--- config.mk ---
export PLATFORM = sky130hd
export DESIGN_NAME = tcsa_divider
export DESIGN_NICKNAME = d
export VERILOG_FILES = /design/src/rtl/core/tcsa_pkg.sv /design/src/rtl/core/tcsa_divider.sv
export SDC_FILE = /design/constraint.sdc
export NUM_CORES = 1
export LEC_CHECK = 0
export ABC_CLOCK_PERIOD_IN_PS = 2040
export BUFFER_PORTS_ARGS = -buffer_cell sky130_fd_sc_hd__buf_2
export CAP_MARGIN = 20
export CORE_MARGIN = 2
export CORE_UTILIZATION = 51
export CTS_CLUSTER_DIAMETER = 200
export DETAILED_ROUTE_END_ITERATION = 12
export GPL_TIMING_DRIVEN = 0
export PLACE_DENSITY_LB_ADDON = 0.1
export REMOVE_ABC_BUFFERS = 1
export SLEW_MARGIN = 20
export SYNTH_ARGS = -nofsm -noshare
export SYNTH_HDL_FRONTEND = slang
export SYNTH_SLANG_ARGS = --single-unit
--- constraint.sdc ---
create_clock -name clk -period 2.04 [get_ports clk]
set_input_delay 0.204 -clock clk [delete_from_list [all_inputs] [get_ports clk]]
set_output_delay 0.204 -clock clk [all_outputs]
set_load 0.02 [all_outputs]
--- src/rtl/core/tcsa_pkg.sv ---
// ----------------------------------------------------------------------------
// tcsa_pkg
// Shared types and constants of the transposed convolution scatter accumulator.
// ----------------------------------------------------------------------------
package tcsa_pkg;

  localparam int GRID     = 32;
  localparam int CHANNELS = 16;

  localparam int ROW_W  = (GRID > 1) ? $clog2(GRID) : 1;
  localparam int CH_W   = (CHANNELS > 1) ? $clog2(CHANNELS) : 1;
  localparam int ADDR_W = 2 * ROW_W + CH_W;

  // divider operand widths: pixel index over input size
  localparam int DVD_W = 10;
  localparam int DVS_W = 6;
  localparam int CNT_W = $clog2(DVD_W + 1);

  // target coordinates: (K-1-a) + r*stride
  localparam int POS_W = 15;

  localparam logic [1:0] CMD_ACC   = 2'd0;
  localparam logic [1:0] CMD_READ  = 2'd1;
  localparam logic [1:0] CMD_CLEAR = 2'd2;

  localparam logic [1:0] ST_OK   = 2'd0;
  localparam logic [1:0] ST_DROP = 2'd1;
  localparam logic [1:0] ST_TAP  = 2'd2;

  localparam logic [1:0] REG_STRIDE = 2'd0;
  localparam logic [1:0] REG_KERNEL = 2'd1;
  localparam logic [1:0] REG_INPUT  = 2'd2;

  typedef enum logic [3:0] {
    S_IDLE,
    S_CHECK,
    S_DIV_TAP,
    S_DIV_PIX,
    S_CALC,
    S_RD,
    S_WAIT,
    S_CLEAR,
    S_FIN
  } state_t;

  typedef struct packed {
    logic             start;
    logic [DVD_W-1:0] dividend;
    logic [DVS_W-1:0] divisor;
  } div_req_t;

  typedef struct packed {
    logic             done;
    logic [DVD_W-1:0] quo;
    logic [DVS_W-1:0] rem;
  } div_rsp_t;

endpackage

--- src/rtl/core/tcsa_divider.sv ---
// ----------------------------------------------------------------------------
// tcsa_divider
// Restoring unsigned divider, one quotient bit per cycle.
// ----------------------------------------------------------------------------
module tcsa_divider
  import tcsa_pkg::*;
(
  input  logic     clk,
  input  logic     rst_n,
  input  div_req_t req,
  output div_rsp_t rsp
);

  logic [DVD_W-1:0] dvd_r, dvd_nxt;
  logic [DVS_W-1:0] rem_r, rem_nxt;
  logic [DVS_W-1:0] dvs_r;
  logic [CNT_W-1:0] cnt_r, cnt_nxt;
  logic             done_r, done_nxt;
  logic [DVS_W:0]   trial;
  logic             fits;

  always_comb begin
    trial    = {rem_r, dvd_r[DVD_W-1]};
    fits     = (trial >= {1'b0, dvs_r});
    dvd_nxt  = dvd_r;
    rem_nxt  = rem_r;
    cnt_nxt  = cnt_r;
    done_nxt = 1'b0;
    if (req.start) begin
      dvd_nxt = req.dividend;
      rem_nxt = '0;
      cnt_nxt = CNT_W'(DVD_W);
    end else if (cnt_r != '0) begin
      // shift in one dividend bit, subtract when it fits
      rem_nxt  = fits ? DVS_W'(trial - {1'b0, dvs_r}) : DVS_W'(trial);
      dvd_nxt  = {dvd_r[DVD_W-2:0], fits};
      cnt_nxt  = cnt_r - 1'b1;
      done_nxt = (cnt_r == CNT_W'(1));
    end
  end

  always_ff @(posedge clk) begin
    if (!rst_n) begin
      cnt_r  <= '0;
      done_r <= 1'b0;
    end else begin
      cnt_r  <= cnt_nxt;
      done_r <= done_nxt;
    end
    dvd_r <= dvd_nxt;
    rem_r <= rem_nxt;
    if (req.start) begin
      dvs_r <= req.divisor;
    end
  end

  assign rsp.done = done_r;
  assign rsp.quo  = dvd_r;
  assign rsp.rem  = rem_r;

endmodule
Yosys cells after proc, flatten, opt, wreduce, memory -nomap -nowiden
Index checks and enable logic that the tools add are counted.
- register bits after elaboration: 27
- bits of input ports: 19
- output and inout bits: 17
- add/subtract/negate cells: 2
- $lt $le $gt $ge: 1
- eq/ne operators: 1
- multiplexer cells: 5
- bitwise logic cells: 2
- reductions and logical operators: 4
- operators with widths (operator ; number):
    $mux W10 ; 2
    $mux W4 ; 2
    $ge A7 B6 Y1 ; 1
    $mux W6 ; 1
    $sub A6 B6 Y6 ; 1
    $eq A4 B1 Y1 const B ; 1
    $reduce_bool A4 Y1 ; 1
    $sub A4 B1 Y4 const B ; 1
    $reduce_or A3 Y1 ; 1
    $not A1 Y1 ; 2
    $reduce_bool A2 Y1 ; 1
    $reduce_or A2 Y1 ; 1

Depth between registers and ports, before layout
- word-level depth: 3
- gate-level depth with buffers: 8
- depth with buffers taken out: 8

Worst setup path after synthesis
No wires, ideal clock.
- path kind: register -> register
- from: register dvd_r[9]
- to: register dvd_r[0] (data pin)
- library setup time: 0.260 ns
- arrival time: 1.632 ns
- setup slack: 0.148 ns
- stages on the path, launching flop included: 7
- buffers on the path: 0
- period minus slack after synthesis: 1.892 ns
- cell sequence: edfxtp_1 > inv_1 > ha_1 > nand2b_1 > a31oi_1 > o21ai_4 > mux2_2
- longest elaborated chain between the ends: 3
- RTL lines (item ; RTL line ; source):
    start, declared ; tcsa_divider.sv:14 ; logic [DVD_W-1:0] dvd_r, dvd_nxt;
    start signal, assigned ; tcsa_divider.sv:50 ; dvd_r <= dvd_nxt;
    $ge A7 B6 Y1 ; tcsa_divider.sv:24 ; fits = (trial >= {1'b0, dvs_r});
    $mux W10 ; tcsa_divider.sv:33 ; end else if (cnt_r != '0) begin
    $mux W10 ; tcsa_divider.sv:29 ; if (req.start) begin
    via dvd_nxt[0] ; tcsa_divider.sv:14 ;
The timed path passes the listed nets, and every way through them passes these cells. The select of a mux whose other input is x is not followed.
A chain may end at the register's enable or synchronous reset.

Worst setup path after layout
- from: register rem_r[3]
- to: register dvd_r[0] (data pin)
- longest elaborated chain between the ends: 3
- RTL lines (item ; RTL line ; source):
    start, declared ; tcsa_divider.sv:15 ; logic [DVS_W-1:0] rem_r, rem_nxt;
    start signal, assigned ; tcsa_divider.sv:51 ; rem_r <= rem_nxt;
    $ge A7 B6 Y1 ; tcsa_divider.sv:24 ;
    $mux W10 ; tcsa_divider.sv:33 ;
    $mux W10 ; tcsa_divider.sv:29 ;
    via dvd_nxt[0] ; tcsa_divider.sv:14 ;
The timed path passes the listed nets, and every way through them passes these cells. The select of a mux whose other input is x is not followed.

==> results.json <==
{
  "status": "complete, no violations",
  "insertion_delay_ns": 0.32,
  "worstSetupStartpointType": "flip-flop",
  "ys_types": 34,
  "required_ns": 2.14,
  "cts_tree": "built",
  "design.die.area_um2": 3135,
  "core-area_um2": 2522,
  "final_util": 0.6324,
  "wl_per_cell_um": 12.83,
  "crit_type": "flip-flop to flip-flop",
  "worst_pin_slew_ns": 0.4393,
  "peakVddDrop_mv": 0.7461,
  "worst_path_largest_cell_delay_ns": 0.38,
  "drc_errors": 0,
  "endpoint_kind": "flip-flop",
  "maxSlewViolCount": 0,
  "vias": 940,
  "grt_pass1_wl_mm": 4.036,
  "crit_fanout": 8,
  "io_pins": 36,
  "portBuffers": 35,
  "finalHoldViolations": 0,
  "wl_mm": 2.322,
  "critPathBufInv": 0,
  "maxCapViolCount": 0,
  "grt_overflow_total": 0,
  "ys_ff_latch": 27,
  "via_per_inst": 5.193,
  "cp_top_family": "compound AO/OA/AOI/OAI gates",
  "cpMaxStageDelayCell": "ha_1",
  "drtAntennaViolNets": 0,
  "cts_hold_buffers": 0,
  "synth_cells": 116,
  "async_reset_ff_frac": 0,
  "layout_commonest_cell": "buf_2",
  "nets": 179,
  "synth_ff_type": "edfxtp_1",
  "fmax_mhz": 529.7,
  "power_density_nw_per_um2": 1003,
  "yosysSeqAreaShare": 0.5082,
  "rsz0062_at_grt": "no",
  "fp-row-count": 18,
  "drt-initial-drc-count": 31,
  "grtUsageTotal": 0.1637,
  "synth_edf_count": 16,
  "fin_crit_sh": 0.9254,
  "worstPathCellList": "ha_1, a21o_1, a211oi_4, o21ai_4, mux2_2",
  "cts_resized": 0,
  "diodes": 0,
  "cts_buffer_depth": 2,
  "yosysWarnings": 0,
  "fin_setup_tns_ns": 0,
  "cts_root_buf": "clkbuf_4",
  "leakage_nw": 0.7156,
  "skew_ns": 0.005399,
  "syn_avg_cell_area_um2": 11.89,
  "firstDrtPassIters": 4,
  "cts_buffers": 3,
  "hold_path.class": "primary input to flip-flop",
  "numClockSinks": 27,
  "dp_hpwl_mm": 1.810,
  "final_cell_mix": "35 x buf_2, 16 x edfxtp_1, 11 x dfxtp_1",
  "post_cts_buffers": 0,
  "htreeDepth": 1,
  "syn_area_um2": 1379,
  "crit_arrival_ns": 1.99,
  "area_growth_pct": 15.70,
  "finalCriticalPeriod_ns": 1.888,
  "whs_ns": 0.04438,
  "start_util": 0.5466,
  "die_y_um": 56.00,
  "routabilityCongestion": 0.7608,
  "antenna_found_initial": 0,
  "clk_pin_slew_worst_paths_ns": 0.14,
  "grt_pass1_vias": 946,
  "setup_viol": 0,
  "power.total_mw": 1.599,
  "slew_headroom": 0.7072,
  "drive_gt1_frac": 0.3510,
  "fillers": 213,
  "grt_start_max_net_pins": 23,
  "die_w_um": 56.00
}
-- routing by layer --
metal / track usage / vias up / wire, um
li1: - / 482 / -
met1: 0.2124 / 430 / 1045
met2: 0.2571 / 23 / 1118
met3: 0.03953 / 5 / 112
met4: 0.07823 / 0 / 45
met5: 0 / - / 0
-- cells in the mapped netlist (2+ instances only) --
library cell   n  area [um2]
buf_4          2       15.01
dfxtp_1       11       220.2
ha_1           7       87.58
edfxtp_1      16       480.5
nor2_1        10       37.54
nand2b_1       3       18.77
xnor2_1        2       17.52
clkbuf_1       2       7.510
mux2_2        10       112.6
a21oi_1        5       25.02
a22o_1         2       17.52
o21ai_0        5       25.02
nand2_1        6       22.52
mux2i_1        6       60.06
a21o_1         2       15.01
inv_1          8       30.03
xor2_1         2       17.52
-- power breakdown --
part	total [mW]	internal (mW)	switching (mW)
combinational	0.641	0.281	0.360
sequential	0.732	0.673	0.0590
clock	0.226	0.0766	0.149
total	1.60	1.03	0.568
-- final timing paths --
| path | from | end | slack, ns | depth (start not counted) |
|---|---|---|---|---|
| hold reg to reg | cnt_r[1] | done_r | 0.49 | 1 |
| setup reg to reg | rem_r[3] | dvd_r[0] | 0.15 | 5 |
| setup / recovery | rem_r[3] | dvd_r[0] | 0.15 | 5 |
| hold / removal | req[1] | dvs_r[1] | 0.04 | 1 |
-- final cells by class --
| class | instances | area, um2 | area share |
|---|---|---|---|
| flip-flops and latches | 27 | 700.7 | 0.4392 |
| multi-input cells | 77 | 625.6 | 0.3922 |
| repair buffers | 35 | 175.2 | 0.1098 |
| well taps | 30 | 37.54 | 0.02353 |
| inverters | 8 | 30.03 | 0.01882 |
| clock buffers | 4 | 26.28 | 0.01647 |
-- sequential cells by signal, indices dropped and copies added, names as in the netlist --
signal  count
rem_r       6
cnt_r       4
dvs_r       6
dvd_r      10
done_r      1
-- cell families after synthesis --
logic type | share of synthesized area
buf+inv | 0.03811
xor+xnor | 0.02541
fa+ha+maj | 0.07804
flops | 0.5082
simple gates | 0.09529
mux | 0.1252
compound gates | 0.1298
-- through the flow --
stage               instance area [um2]  setup WS [ns]  cells
finish                             1595         0.1522    181
global route                       1595        0.01372    181
CTS                                1595         0.1403    181
detailed placement                 1569         0.1562    177
global placement                   1569         0.1554    177
floorplan                          1356         0.1478    112
No activity file was read; power rests on OpenSTA's default activity.
